<file path="src/rtl/pairwise_snp_distance_counter_defines.svh">
// assertion macros for the snp distance counter
`ifndef PAIRWISE_SNP_DISTANCE_COUNTER_DEFINES_SVH
`define PAIRWISE_SNP_DISTANCE_COUNTER_DEFINES_SVH

`ifndef SYNTH
// antecedent implies consequent in the same cycle
`define PSNP_ASSERT_SAME(label, clk, rst_n, ante, cons, msg) \
  label: assert property (@(posedge clk) disable iff (!rst_n) (ante) |-> (cons)) \
    else $error(msg);
// antecedent implies consequent in the next cycle
`define PSNP_ASSERT_NEXT(label, clk, rst_n, ante, cons, msg) \
  label: assert property (@(posedge clk) disable iff (!rst_n) (ante) |=> (cons)) \
    else $error(msg);
`else
`define PSNP_ASSERT_SAME(label, clk, rst_n, ante, cons, msg)
`define PSNP_ASSERT_NEXT(label, clk, rst_n, ante, cons, msg)
`endif

`endif

</file>
<file path="src/rtl/psnp_pkg.sv">
package psnp_pkg;

  localparam int LANES       = 8;
  localparam int COUNT_WIDTH = 24;
  localparam int HIT_W       = $clog2(LANES + 1);
  localparam int SUM_W       = COUNT_WIDTH + 1;

  localparam int BYTE_W      = 8;
  localparam int BASES_W     = 64;
  localparam int CONS_W      = 24;
  localparam int CODE_W      = 3;
  localparam int USED_W      = 4;
  localparam int IN_DATA_W   = 160;
  localparam int OUT_DATA_W  = 24;
  localparam int CFG_IDX_W   = 1;

  localparam logic [CODE_W-1:0] CODE_A = 3'd0;
  localparam logic [CODE_W-1:0] CODE_C = 3'd1;
  localparam logic [CODE_W-1:0] CODE_G = 3'd2;
  localparam logic [CODE_W-1:0] CODE_T = 3'd3;
  localparam logic [CODE_W-1:0] CODE_N = 3'd4;

  localparam logic [COUNT_WIDTH-1:0] COUNT_MAX = {COUNT_WIDTH{1'b1}};

  typedef enum logic [CFG_IDX_W-1:0] {
    REG_DISTANCE_MODE = 1'b0,
    REG_COUNT_N       = 1'b1
  } cfg_reg_e;

  typedef struct packed {
    logic distance_mode;
    logic count_n;
  } cfg_t;

  // one item after the lane compare
  typedef struct packed {
    logic             valid;
    logic             last;
    logic [LANES-1:0] hits;
  } stage_t;

  function automatic logic [CODE_W-1:0] decode_base(input logic [BYTE_W-1:0] b);
    logic [CODE_W-1:0] code;
    case (b)
      8'h41, 8'h61: code = CODE_A;
      8'h43, 8'h63: code = CODE_C;
      8'h47, 8'h67: code = CODE_G;
      8'h54, 8'h74: code = CODE_T;
      default:      code = CODE_N;
    endcase
    return code;
  endfunction

endpackage

</file>
<file path="src/rtl/pairwise_snp_distance_counter.sv">
// pairwise snp distance counter
// input stream (s_axis): one transaction carries up to eight aligned positions of two
// sequences, their consensus codes and a lane count; tlast marks the end of a pair.
// output stream (m_axis): one transaction per pair, sent after the transaction with
// tlast; tdata holds the count and tuser flags a count that stuck at its maximum.
// config port: cfg_we_i writes cfg_data_i into register cfg_idx_i (0 distance mode,
// 1 count n positions); write only while no pair is in flight.
// throughput: one input transaction per cycle while s_axis_tready is high;
// eight lane comparators work in parallel and a single popcount-add updates
// the running count. the last transaction passes the lane compare register,
// then accumulates into the result register that drives m_axis.
// reset: running count, saturation flag and all valid bits clear; distance mode on,
// n counting off.
// stall: the result register holds while m_axis_tready is low; input keeps
// flowing until the next last transaction reaches the accumulator, then
// s_axis_tready drops until the pending result is taken.
`include "pairwise_snp_distance_counter_defines.svh"

module pairwise_snp_distance_counter
  import psnp_pkg::*;
(
  input  logic                  clk_i,
  input  logic                  rst_ni,
  input  logic                  cfg_we_i,
  input  logic [CFG_IDX_W-1:0]  cfg_idx_i,
  input  logic                  cfg_data_i,
  input  logic                  s_axis_tvalid,
  output logic                  s_axis_tready,
  // bases_first[63:0], bases_second[127:64], consensus_codes[151:128],
  // lanes_used[155:152], zero fill[159:156]
  input  logic [IN_DATA_W-1:0]  s_axis_tdata,
  input  logic                  s_axis_tlast,
  output logic                  m_axis_tvalid,
  input  logic                  m_axis_tready,
  // pair_count[23:0]
  output logic [OUT_DATA_W-1:0] m_axis_tdata,
  // count_saturated[0]
  output logic                  m_axis_tuser
);

  cfg_t                   cfg_q;
  stage_t                 stage_q, stage_d;
  logic [LANES-1:0]       hits;
  logic [BASES_W-1:0]     bases_first;
  logic [BASES_W-1:0]     bases_second;
  logic [CONS_W-1:0]      consensus_codes;
  logic [USED_W-1:0]      lanes_used;
  logic                   take;
  logic [COUNT_WIDTH-1:0] out_count;

  assign bases_first     = s_axis_tdata[63:0];
  assign bases_second    = s_axis_tdata[127:64];
  assign consensus_codes = s_axis_tdata[151:128];
  assign lanes_used      = s_axis_tdata[155:152];

  always_ff @(posedge clk_i or negedge rst_ni) begin
    if (!rst_ni) begin
      cfg_q.distance_mode <= 1'b1;
      cfg_q.count_n       <= 1'b0;
    end else if (cfg_we_i) begin
      case (cfg_reg_e'(cfg_idx_i))
        REG_DISTANCE_MODE: cfg_q.distance_mode <= cfg_data_i;
        REG_COUNT_N:       cfg_q.count_n       <= cfg_data_i;
        default: ;
      endcase
    end
  end

  for (genvar l = 0; l < LANES; l++) begin : g_lane
    psnp_lane u_lane (
      .byte_a_i (bases_first[l*BYTE_W +: BYTE_W]),
      .byte_b_i (bases_second[l*BYTE_W +: BYTE_W]),
      .cons_i   (consensus_codes[l*CODE_W +: CODE_W]),
      // lane counts above LANES enable every lane
      .en_i     (USED_W'(l) < lanes_used),
      .cfg_i    (cfg_q),
      .hit_o    (hits[l])
    );
  end

  assign s_axis_tready = !stage_q.valid || take;

  always_comb begin
    stage_d = stage_q;
    if (s_axis_tready) begin
      stage_d.valid = s_axis_tvalid;
      stage_d.last  = s_axis_tlast;
      stage_d.hits  = hits;
    end
  end

  always_ff @(posedge clk_i or negedge rst_ni) begin
    if (!rst_ni) begin
      stage_q <= '0;
    end else begin
      stage_q <= stage_d;
    end
  end

  psnp_accum u_accum (
    .clk_i       (clk_i),
    .rst_ni      (rst_ni),
    .stage_i     (stage_q),
    .take_o      (take),
    .out_valid_o (m_axis_tvalid),
    .out_ready_i (m_axis_tready),
    .out_count_o (out_count),
    .out_sat_o   (m_axis_tuser)
  );

  assign m_axis_tdata = OUT_DATA_W'(out_count);

  `PSNP_ASSERT_SAME(a_sat_means_max, clk_i, rst_ni, m_axis_tvalid && m_axis_tuser, out_count == COUNT_MAX, "saturated result without maximum count")
  `PSNP_ASSERT_SAME(a_last_waits, clk_i, rst_ni, stage_q.valid && stage_q.last && m_axis_tvalid && !m_axis_tready, !take && !s_axis_tready, "last transaction passed a pending result")
  `PSNP_ASSERT_NEXT(a_result_drains, clk_i, rst_ni, m_axis_tvalid && m_axis_tready && !(take && stage_q.last), !m_axis_tvalid, "result repeated after handshake")
  `PSNP_ASSERT_SAME(a_nonlast_flows, clk_i, rst_ni, stage_q.valid && !stage_q.last, take && s_axis_tready, "stall on a transaction that makes no result")

endmodule

</file>
<file path="src/rtl/psnp_lane.sv">
module psnp_lane
  import psnp_pkg::*;
(
  input  logic [BYTE_W-1:0] byte_a_i,
  input  logic [BYTE_W-1:0] byte_b_i,
  input  logic [CODE_W-1:0] cons_i,
  input  logic              en_i,
  input  cfg_t              cfg_i,
  output logic              hit_o
);

  logic [CODE_W-1:0] code_a;
  logic [CODE_W-1:0] code_b;
  logic              dist_hit;
  logic              sim_hit;

  assign code_a = decode_base(byte_a_i);
  assign code_b = decode_base(byte_b_i);

  assign dist_hit = (code_a != code_b) &&
                    (cfg_i.count_n || ((code_a != CODE_N) && (code_b != CODE_N)));
  // consensus codes above n never equal a decoded base
  assign sim_hit  = (code_a == code_b) && (code_a != CODE_N) && (code_a != cons_i);

  assign hit_o = en_i && (cfg_i.distance_mode ? dist_hit : sim_hit);

endmodule

</file>
<file path="src/rtl/psnp_accum.sv">
module psnp_accum
  import psnp_pkg::*;
(
  input  logic                   clk_i,
  input  logic                   rst_ni,
  input  stage_t                 stage_i,
  output logic                   take_o,
  output logic                   out_valid_o,
  input  logic                   out_ready_i,
  output logic [COUNT_WIDTH-1:0] out_count_o,
  output logic                   out_sat_o
);

  logic [COUNT_WIDTH-1:0] count_q, count_d;
  logic                   sat_q, sat_d;
  logic                   out_valid_q, out_valid_d;
  logic [COUNT_WIDTH-1:0] out_count_q, out_count_d;
  logic                   out_sat_q, out_sat_d;
  logic [HIT_W-1:0]       popcnt;
  logic [SUM_W-1:0]       sum;
  logic                   ovf;
  logic [COUNT_WIDTH-1:0] clamped;
  logic                   out_free;

  always_comb begin
    popcnt = '0;
    for (int i = 0; i < LANES; i++) begin
      popcnt = popcnt + HIT_W'(stage_i.hits[i]);
    end
  end

  assign sum     = {1'b0, count_q} + SUM_W'(popcnt);
  assign ovf     = sum[COUNT_WIDTH];
  assign clamped = ovf ? COUNT_MAX : sum[COUNT_WIDTH-1:0];

  // only a last item has to wait for the result register
  assign out_free = !out_valid_q || out_ready_i;
  assign take_o   = stage_i.valid && (!stage_i.last || out_free);

  always_comb begin
    count_d     = count_q;
    sat_d       = sat_q;
    out_count_d = out_count_q;
    out_sat_d   = out_sat_q;
    out_valid_d = out_valid_q && !out_ready_i;
    if (take_o) begin
      if (stage_i.last) begin
        count_d     = '0;
        sat_d       = 1'b0;
        out_count_d = clamped;
        out_sat_d   = sat_q || ovf;
        out_valid_d = 1'b1;
      end else begin
        count_d = clamped;
        sat_d   = sat_q || ovf;
      end
    end
  end

  always_ff @(posedge clk_i or negedge rst_ni) begin
    if (!rst_ni) begin
      count_q     <= '0;
      sat_q       <= 1'b0;
      out_valid_q <= 1'b0;
    end else begin
      count_q     <= count_d;
      sat_q       <= sat_d;
      out_valid_q <= out_valid_d;
    end
  end

  always_ff @(posedge clk_i) begin
    out_count_q <= out_count_d;
    out_sat_q   <= out_sat_d;
  end

  assign out_valid_o = out_valid_q;
  assign out_count_o = out_count_q;
  assign out_sat_o   = out_sat_q;

endmodule
</file>
<file path="config.mk">
export PLATFORM = sky130hd
export DESIGN_NAME = pairwise_snp_distance_counter
export DESIGN_NICKNAME = d
export VERILOG_FILES = /design/src/rtl/psnp_pkg.sv /design/src/rtl/pairwise_snp_distance_counter.sv /design/src/rtl/psnp_lane.sv /design/src/rtl/psnp_accum.sv
export VERILOG_INCLUDE_DIRS = /design/src /design/src/rtl
export SDC_FILE = /design/constraint.sdc
export NUM_CORES = 1
export LEC_CHECK = 0
export BUFFER_PORTS_ARGS = -buffer_cell sky130_fd_sc_hd__buf_2
export CORE_MARGIN = 2
export CORE_UTILIZATION = 56
export CTS_CLUSTER_DIAMETER = 200
export CTS_CLUSTER_SIZE = 20
export DETAILED_ROUTE_END_ITERATION = 12
export GPL_ROUTABILITY_DRIVEN = 0
export PLACE_DENSITY = 0.95
export SYNTH_ARGS = -nofsm -noshare
export SYNTH_HDL_FRONTEND = slang
export SYNTH_SLANG_ARGS = --single-unit
</file>
<file path="constraint.sdc">
create_clock -name clk_i -period 12.5 [get_ports clk_i]
set_clock_uncertainty 0.15 [all_clocks]
set_input_delay 0.625 -clock clk_i [delete_from_list [all_inputs] [get_ports clk_i]]
set_output_delay 0.625 -clock clk_i [all_outputs]
set_load 0.01 [all_outputs]
</file>
==> results.toml, run 1 <==
[clock_tree]
cts_max_level = 3
ctsResizeCount = 0
cts-root-buf = "clkbuf_8"
clk_pin_slew_ps = 70
cts_tree = "built"
holdBufCountCts = 0
cts_max_path_buffers = 2
clock-sinks = 63
numCtsBuffers = 9
insertion_delay_ps = 340
post-cts-setup-buffers = 0

[cells_and_area]
drive_above_1_share_pct = 28.5
final_cell_mix = "buf_2, nand2_1, a21oi_1, dfrtp_1, nor2_1"
multi_input_area_um2 = 3750
final_cells = 934
fill_cells = 790
syn_to_final_growth_pct = 20.3
final_common_cell = "buf_2"
regArea_um2 = 1700
final_net_count = 976
n_antenna_cell = 0

[die]
dieArea_um2 = 10900
pin_count = 195
die_w_um = 104
die_height_um = 104
initial_utilization_pct = 57.7
num_rows = 36
coreArea_um2 = 9770

[timing]
hold_viol = 0
period_needed_ps = 5140
slew_viol_final = 0
setup_viol = 0
fin_crit_sh_pct = 41.1
fin_setup_tns_ps = 0
slew_headroom_pct = 40.5
max_freq_mhz = 195
rsz0062_at_grt = "false"
worst-slew-pin-transition_ps = 890

[global_routing]
track_usage_pct = 25.2
grt_max_degree = 39
antenna_found_initial = 0
grt_remaining_overflow = 0
grt_pass1_vias = 5367
grt_pass1_wl_um = 23100

[pwr]
cellPowerDensity_nw_per_um2 = 80.6
max-vdd-ir-drop_uv = 54.7
p_leak_uw = 0.00289

[logic_synthesis]
syn_nets = 810
synth_area_um2 = 5640
synthFlopType = "dfrtp_1"
ys_ff_latch = 63
synth_edf_count = 25
syn_avg_cell_area_um2 = 8.96
yosysWarnings = 0
seq_area_frac_synth_pct = 30.2
async_flop_share_pct = 60.3
syn_inst = 630
synth_cell_types = 93

[worst_setup_path]
cp_max_fo = 11
cp.required_ps = 12440
end_kind = "flip-flop"
path_class = "reg -> reg"
cp.arrival_ps = 5080
critPathLaunchType = "flip-flop"

[drt]
ant_nets = 0
num_vias = 5625
routed_wl_um = 13900
drc_errors = 0
drtIter0Drc = 267
firstDrtPassIters = 4
via_per_inst = 6.02
post_drt_wl_per_cell_um = 14.9

[place]
hpwlAfterDp_um = 10800
port_buffers = 174
placed_cells = 918

[flow_run]
maxCapViolCount = 0

[worst_hold_path]
hold_class = "in -> async"

[status]
outcome = "finished clean"
-- metrics by stage --
stage	cell area [um^2]	util, %	hold slack (ps)	total power [uW]	setup slack (ps)
2_1_floorplan	5640	-	179	307	8000
3_3_place_gp	6570	67.3	329	356	7470
3_5_place_dp	6570	67.3	331	361	7370
4_1_cts	6790	69.4	262	550	7370
5_1_grt	6790	69.4	286	575	7130
6_report	6790	69.4	247	547	7360
-- worst max-delay path, cell delays in order, from the launching register on --
cell	delay, ps
dfrtp_1	400
ha_1	290
inv_1	70
fa_1	420
fa_1	490
inv_1	50
fa_1	400
fa_1	520
inv_1	60
fa_1	410
nor2b_1	220
o21ai_1	170
a211oi_2	710
nand3_2	180
mux2_1	350
-- power breakdown --
part / total (uW) / switching [uW] / internal [uW]
Combinational: 120 / 65.3 / 54.9
Sequential: 238 / 8.93 / 229
Clock: 189 / 78.5 / 111
Total: 547 / 153 / 394
-- cells in the mapped netlist (all sizes together) (12+ instances only) --
master	instances	area (um^2)
dfrtp	37	926
a21oi	42	214
nor2	29	109
buf	12	65.1
nand3	19	105
nor4bb	13	130
nor2b	18	120
inv	20	75.1
a31oi	12	75.1
o21ai	24	120
xnor2	15	131
edfxtp	25	751
nor3b	22	165
xor2	15	131
nand2b	20	125
nand3b	19	143
nand2	64	243
-- cell families after synthesis --
kind of cell             count (synthesis)  share of synthesized area, %
AO/OA/AOI/OAI                          178                          22.4
XOR/XNOR                                30                          4.66
adder cells (fa/ha/maj)                 12                          3.33
buffers and inverters                   40                          3.37
flip-flops                              63                          30.2
multiplexers                             9                          1.71
AND/OR/NAND/NOR                        298                          34.3
-- layout make-up --
| cell class | instances | area share (%) |
|---|---|---|
| tap | 133 | 2.45 |
| clock buffer | 9 | 1.83 |
| inverter | 20 | 1.11 |
| clock inverter | 7 | 1.29 |
| sequential | 63 | 25.1 |
| timing repair buffer | 175 | 12.9 |
| multi-input combinational | 527 | 55.3 |
-- flip-flops by register name (all words and copies together) (netlist names) --
register	count
u_accum.count_q	24
u_accum.out_valid_o	1
stage_q	10
u_accum.out_count_o	24
u_accum.out_sat_o	1
u_accum.sat_q	1
cfg_q	2
-- final timing paths --
path,startpoint,to,slack (ps),cells after the start
hold reg to reg,stage_q[4],stage_q[4],340,1
setup / recovery,stage_q[0],u_accum.out_count_o[20],7360,14
setup reg to reg,stage_q[0],u_accum.out_count_o[20],7360,14
max in group asynchronous,rst_ni,stage_q[4],11410,1
hold / removal,rst_ni,u_accum.count_q[18],250,1
min in group clk_i,s_axis_tvalid,stage_q[9],340,2
-- layer usage --
| metal | vias to the layer above | part of all wire [%] | GRT usage (%) | wire, um |
|---|---|---|---|---|
| li1 | 2766 | - | - | - |
| met1 | 2637 | 39 | 27.9 | 5420 |
| met2 | 190 | 53 | 47.2 | 7350 |
| met3 | 32 | 5.8 | 4.57 | 810 |
| met4 | 0 | 2.0 | 9.94 | 284 |
| met5 | - | 0 | 0 | 0 |
Power figures use the tool's default switching activity.
==> run 2: changes to the inputs <==
ABC_AREA = 1   (was default)
CORE_UTILIZATION = 47   (was 56)
PLACE_DENSITY = 0.86   (was 0.95)
clock period = 4.2 ns   (was 12.5 ns; I/O delays follow)
==> results.toml, run 2 <==
[status]
outcome = "finished with violations"
violations = "negative setup slack"

[worst_setup_path]
path_delay_family = "adder cells"
path_cells = "ha_1 -> inv_2 -> fa_1 -> fa_1 -> inv_2 -> fa_2 -> fa_2 -> inv_2 -> fa_2 -> inv_2 -> nand3_4 -> nand2_4 -> inv_4 -> nor2_4 -> nand3_4 -> buf_12 -> o21ai_4 -> nand2_1 -> o21ai_1"
cp.required_ps = 4280
end_kind = "flip-flop"
cp.arrival_ps = 4550
r2r_cells = 19
cp-endpoint = "u_accum.count_q[4]"
crit_path_top_delay_cell = "fa_2"
crit_buf_inv = 6
startpoint = "stage_q[1]"
reg2reg_slack_ps = -270
crit_cells = 19
crit_top_cell = "inv_2"
rr_startpoint = "stage_q[1]"
critPathLaunchType = "flip-flop"
rr_endpoint = "u_accum.count_q[4]"
path_class = "reg -> reg"
cp_slowest_stage_delay_ps = 570
cp_max_fo = 8

[logic_synthesis]
yosysMostFrequentCell = "nand2_1"
async_flop_share_pct = 60.3
synth_area_um2 = 6030
yosysWarnings = 0
synth_edf_count = 25
synthTopCellsByArea = "nand2_1, dfrtp_1, edfxtp_1, inv_1, nand3_1"
ys_ff_latch = 63
synth_common_cells = "nand2_1, inv_1, nor2_1"
seq_area_frac_synth_pct = 28.3
syn_nets = 1201
synthFlopType = "dfrtp_1"
netlist.area_leader.share_pct = 21.7
synth_top_cell_by_area = "nand2_1"
syn_avg_cell_area_um2 = 5.90
synth_cell_types = 40
syn_inst = 1021

[place]
placed_cell_area_um2 = 7200
port_buffers = 174
dp_worst_setup_slack_ps = -270
placed_cells = 1376
hpwlAfterDp_um = 11800

[timing]
fin_setup_tns_ps = -6190
holdWs_ps = 79.2
slew_viol_final = 0
setup_slack_ps = -269
setup_viol = 50
fin_crit_sh_pct = 106
worst-slew-pin-transition_ps = 1140
slew_headroom_pct = 23.8
period_needed_ps = 4470
hold_viol = 0
max_freq_mhz = 224
rsz0062_at_grt = "true"

[clock_tree]
cts_max_path_buffers = 2
clock-sinks = 63
cts_max_level = 3
cts-root-buf = "clkbuf_16"
numCtsBuffers = 9
cts_tree = "built"
insertion_delay_ps = 330
clk_pin_slew_ps = 50

[worst_hold_path]
hold_class = "in -> reg"

[global_routing]
antenna_found_initial = 0
grt_remaining_overflow = 0
grt_max_degree = 39
grt_pass1_wl_um = 25300
track_usage_pct = 22.5
grt_pass1_vias = 6230

[cells_and_area]
n_antenna_cell = 0
fill_cells = 1138
final_common_cell = "nand2_1"
drive_above_1_share_pct = 24.3
final_cells = 1407
regArea_um2 = 1700
syn_to_final_growth_pct = 31.5
final_cell_mix = "nand2_1, inv_1, buf_2, nor2_1, nand3_1"
multi_input_area_um2 = 3800
final_net_count = 1411
design_area_um2 = 7920

[drt]
drtIter0Drc = 417
num_vias = 6952
firstDrtPassIters = 5
drc_errors = 0
via_per_inst = 4.94
routed_wl_um = 16000
post_drt_wl_per_cell_um = 11.4
ant_nets = 0

[flow_run]
maxCapViolCount = 0

[pwr]
cellPowerDensity_nw_per_um2 = 269
max-vdd-ir-drop_uv = 185
p_leak_uw = 0.00463

[die]
dieArea_um2 = 13700
die_w_um = 117
initial_utilization_pct = 47.9
die_height_um = 117
coreArea_um2 = 12600
num_rows = 41
pin_count = 195
## run 2: worst min-delay path by stage
stage                           start  cells after the start  slack (ps)             endpoint
finish                  m_axis_tready                      4          80  u_accum.out_valid_o
CTS                     m_axis_tready                      4          60  u_accum.out_valid_o
global placement               rst_ni                      1         240   u_accum.count_q[6]
floorplan                      rst_ni                      0        -240             cfg_q[0]
global route        s_axis_tdata[155]                      5         110           stage_q[7]
detailed placement             rst_ni                      1         230  u_accum.out_valid_o
## run 2: per-stage QoR
step                      total power [uW]  util, %
final                                 2130     63.0
after floorplan                       1090        -
after detailed placement              1320     57.3
after global routing                  2260     63.0
after CTS                             2090     61.7
after global placement                1300     57.3
## run 2: kinds of logic (layout without fill, tap and decap cells)
| kind of cell | count (synthesis) | after routing | synth area share [%] |
|---|---|---|---|
| buffers and inverters | 206 | 420 | 13.1 |
| flip-flops | 63 | 63 | 28.3 |
| AND/OR/NAND/NOR | 668 | 668 | 48.5 |
| XOR/XNOR | 5 | 5 | 0.727 |
| adder cells (fa/ha/maj) | 12 | 12 | 3.11 |
| AO/OA/AOI/OAI | 67 | 67 | 6.25 |
## run 2: where the power goes
part | leakage, uW | switching (uW) | internal, uW | total, uW
Combinational | 0.00375 | 416 | 325 | 741
Clock | 0.000126 | 256 | 390 | 646
Sequential | 0.000751 | 33.9 | 711 | 745
Total | 0.00463 | 706 | 1430 | 2130
## run 2: timing repair
item                                    in CTS  in global routing
gates cloned                                 1                  0
setup buffers                                7                  4
resized for setup                           50                 35
endpoints found under the setup margin      50                 50
endpoints found under the hold margin       41                  0
pin swaps                                   19                 21
hold buffers                                 7                  0
## run 2: layer usage
layer  wire length (um)  track usage (%)
met1               6360             25.5
met4                500             9.49
met2               8180             41.1
met3               1010             4.22
met5                  0                0
## run 2: cell type report
type | instances | area share, %
multi-input cells | 752 | 48.0
flip-flops and latches | 63 | 21.5
repair buffers | 206 | 15.1
inverters | 199 | 9.46
clock buffers | 10 | 2.89
well taps | 172 | 2.72
clock inverters | 5 | 0.332
## run 2: worst min-delay path: cells and delay by family
family	cells	cell delay [ps]
and+or+nand+nor	2	110
buffers and inverters	2	190
==> run 3: changes to the inputs <==
ABC_AREA = default   (was 1)
PLACE_DENSITY = 0.87   (was 0.86)
==> results.toml, run 3 (same netlist as run 1, synthesis figures left out) <==
[status]
outcome = "finished with violations"
violations = "negative setup slack"

[clock_tree]
numCtsBuffers = 9
insertion_delay_ps = 340
cts_max_path_buffers = 2
cts_max_level = 3
cts_tree = "built"
clk_pin_slew_ps = 60
cts-root-buf = "clkbuf_16"
clock-sinks = 63

[place]
hpwlAfterDp_um = 11200
dp_worst_setup_slack_ps = -257
port_buffers = 174

[die]
num_rows = 40
die_height_um = 114
dieArea_um2 = 12900
coreArea_um2 = 11900
die_w_um = 114
initial_utilization_pct = 47.6
pin_count = 195

[global_routing]
grt_pass1_vias = 5501
grt_pass1_wl_um = 24900
antenna_found_initial = 0
use_met1_pct = 27.2
track_usage_pct = 23.3
gr-max-usage-layer = "met2"
met2_usage_pct = 42.8
grt_max_degree = 39
grt_remaining_overflow = 0
met3_usage_pct = 4.57

[worst_setup_path]
cp-endpoint = "u_accum.out_count_o[20]"
path_class = "reg -> reg"
cp.arrival_ps = 4350
r2r_cells = 15
rr_startpoint = "stage_q[0]"
reg2reg_slack_ps = -210
cp.required_ps = 4140
end_kind = "flip-flop"
rr_endpoint = "u_accum.out_count_o[20]"
startpoint = "stage_q[0]"
critPathLaunchType = "flip-flop"
cp_max_fo = 7

[pwr]
power_frac_seq_pct = 38.8
max-vdd-ir-drop_uv = 209
p_switching_uw = 506
p_int_uw = 1320
p_sw_share_pct = 27.7
cellPowerDensity_nw_per_um2 = 246
clock_power_share_pct = 40.1
power_frac_comb_pct = 21.1
p_leak_uw = 0.00314

[cells_and_area]
final_net_count = 1014
n_antenna_cell = 0
fill_cells = 1004
syn_to_final_growth_pct = 31.7
regArea_um2 = 1700
final_cell_mix = "buf_2, nand2_1, dfrtp_1, a21oi_1, buf_4"
final_common_cell = "buf_2"
drive_above_1_share_pct = 36.7
multi_input_area_um2 = 3960

[timing]
slew_headroom_pct = 38.4
setup_viol = 43
max_freq_mhz = 227
rsz0062_at_grt = "true"
worst-slew-pin-transition_ps = 924
setup_slack_ps = -206
fin_setup_tns_ps = -4220
fin_crit_sh_pct = 105
slew_viol_final = 0
hold_viol = 0
period_needed_ps = 4410

[worst_hold_path]
hold_class = "in -> reg"

[drt]
ant_nets = 0
drtIter0Drc = 322
via_per_inst = 5.88
firstDrtPassIters = 5
drc_errors = 0
num_vias = 5800
routed_wl_um = 14900
post_drt_wl_per_cell_um = 15.2

[flow_run]
maxCapViolCount = 0
==> run 3: worst max-delay path: stages, from the launching register on <==
cell and delay, ps:
dfrtp_1 380, ha_1 290, inv_2 40, fa_1 450, fa_1 490, inv_1 50
fa_2 350, fa_2 560, inv_2 50, fa_2 360, nor2b_4 160, o21ai_2 80
a211oi_2 180, buf_4 190, nand3_4 90, mux2_4 300
==> run 3: cell type report <==
| class | instances | share of cell area, % |
|---|---|---|
| repair buffers | 213 | 16.3 |
| inverters | 20 | 1.01 |
| clock buffers | 10 | 3.08 |
| well taps | 147 | 2.48 |
| clock inverters | 6 | 0.825 |
| flip-flops and latches | 63 | 22.9 |
| multi-input cells | 527 | 53.3 |
==> run 3: power by group through the flow <==
stage          sequential [uW]  combinational (uW)  clock (uW)
2_1_floorplan              718                 196           0
3_3_place_gp               718                 352           0
3_5_place_dp               720                 362           0
4_1_cts                    708                 381         733
5_1_grt                    713                 429         764
6_report                   709                 385         731
==> run 3: worst min path at each step <==
| stage | startpoint | end | slack, ps | cells past startpoint |
|---|---|---|---|---|
| after global routing | cfg_data_i | cfg_q[0] | 2 | 2 |
| final | cfg_data_i | cfg_q[1] | 0.1 | 2 |
| after global placement | rst_ni | u_accum.count_q[9] | 230 | 1 |
| after CTS | cfg_data_i | cfg_q[0] | 5 | 2 |
| after detailed placement | rst_ni | u_accum.count_q[9] | 240 | 1 |
| after floorplan | rst_ni | cfg_q[0] | -240 | 0 |
==> run 3: through the flow <==
step | hold WS, ps | util, % | power (uW) | cell area, um^2 | cells
final | 0.116 | 62.6 | 1820 | 7430 | 986
after global routing | 1.97 | 62.6 | 1910 | 7430 | 986
after CTS | 5.02 | 61.5 | 1820 | 7290 | 983
after global placement | 227 | 57.4 | 1070 | 6810 | 956
after floorplan | -236 | - | 914 | 5680 | 630
after detailed placement | 237 | 57.4 | 1080 | 6810 | 956
==> run 3: routing by layer <==
layer / vias up / share of wire (%)
li1: 2837 / -
met5: - / 0
met4: 0 / 1.8
met3: 26 / 5.2
met2: 195 / 52
met1: 2742 / 40
==> run 3: timing repair <==
action | in CTS | in global routing
setup endpoints to repair | 49 | 50
resized for setup | 29 | 24
hold buffers | 3 | 0
pin swaps | 12 | 8
buffers inserted | 8 | 3
hold endpoints to repair | 39 | 0
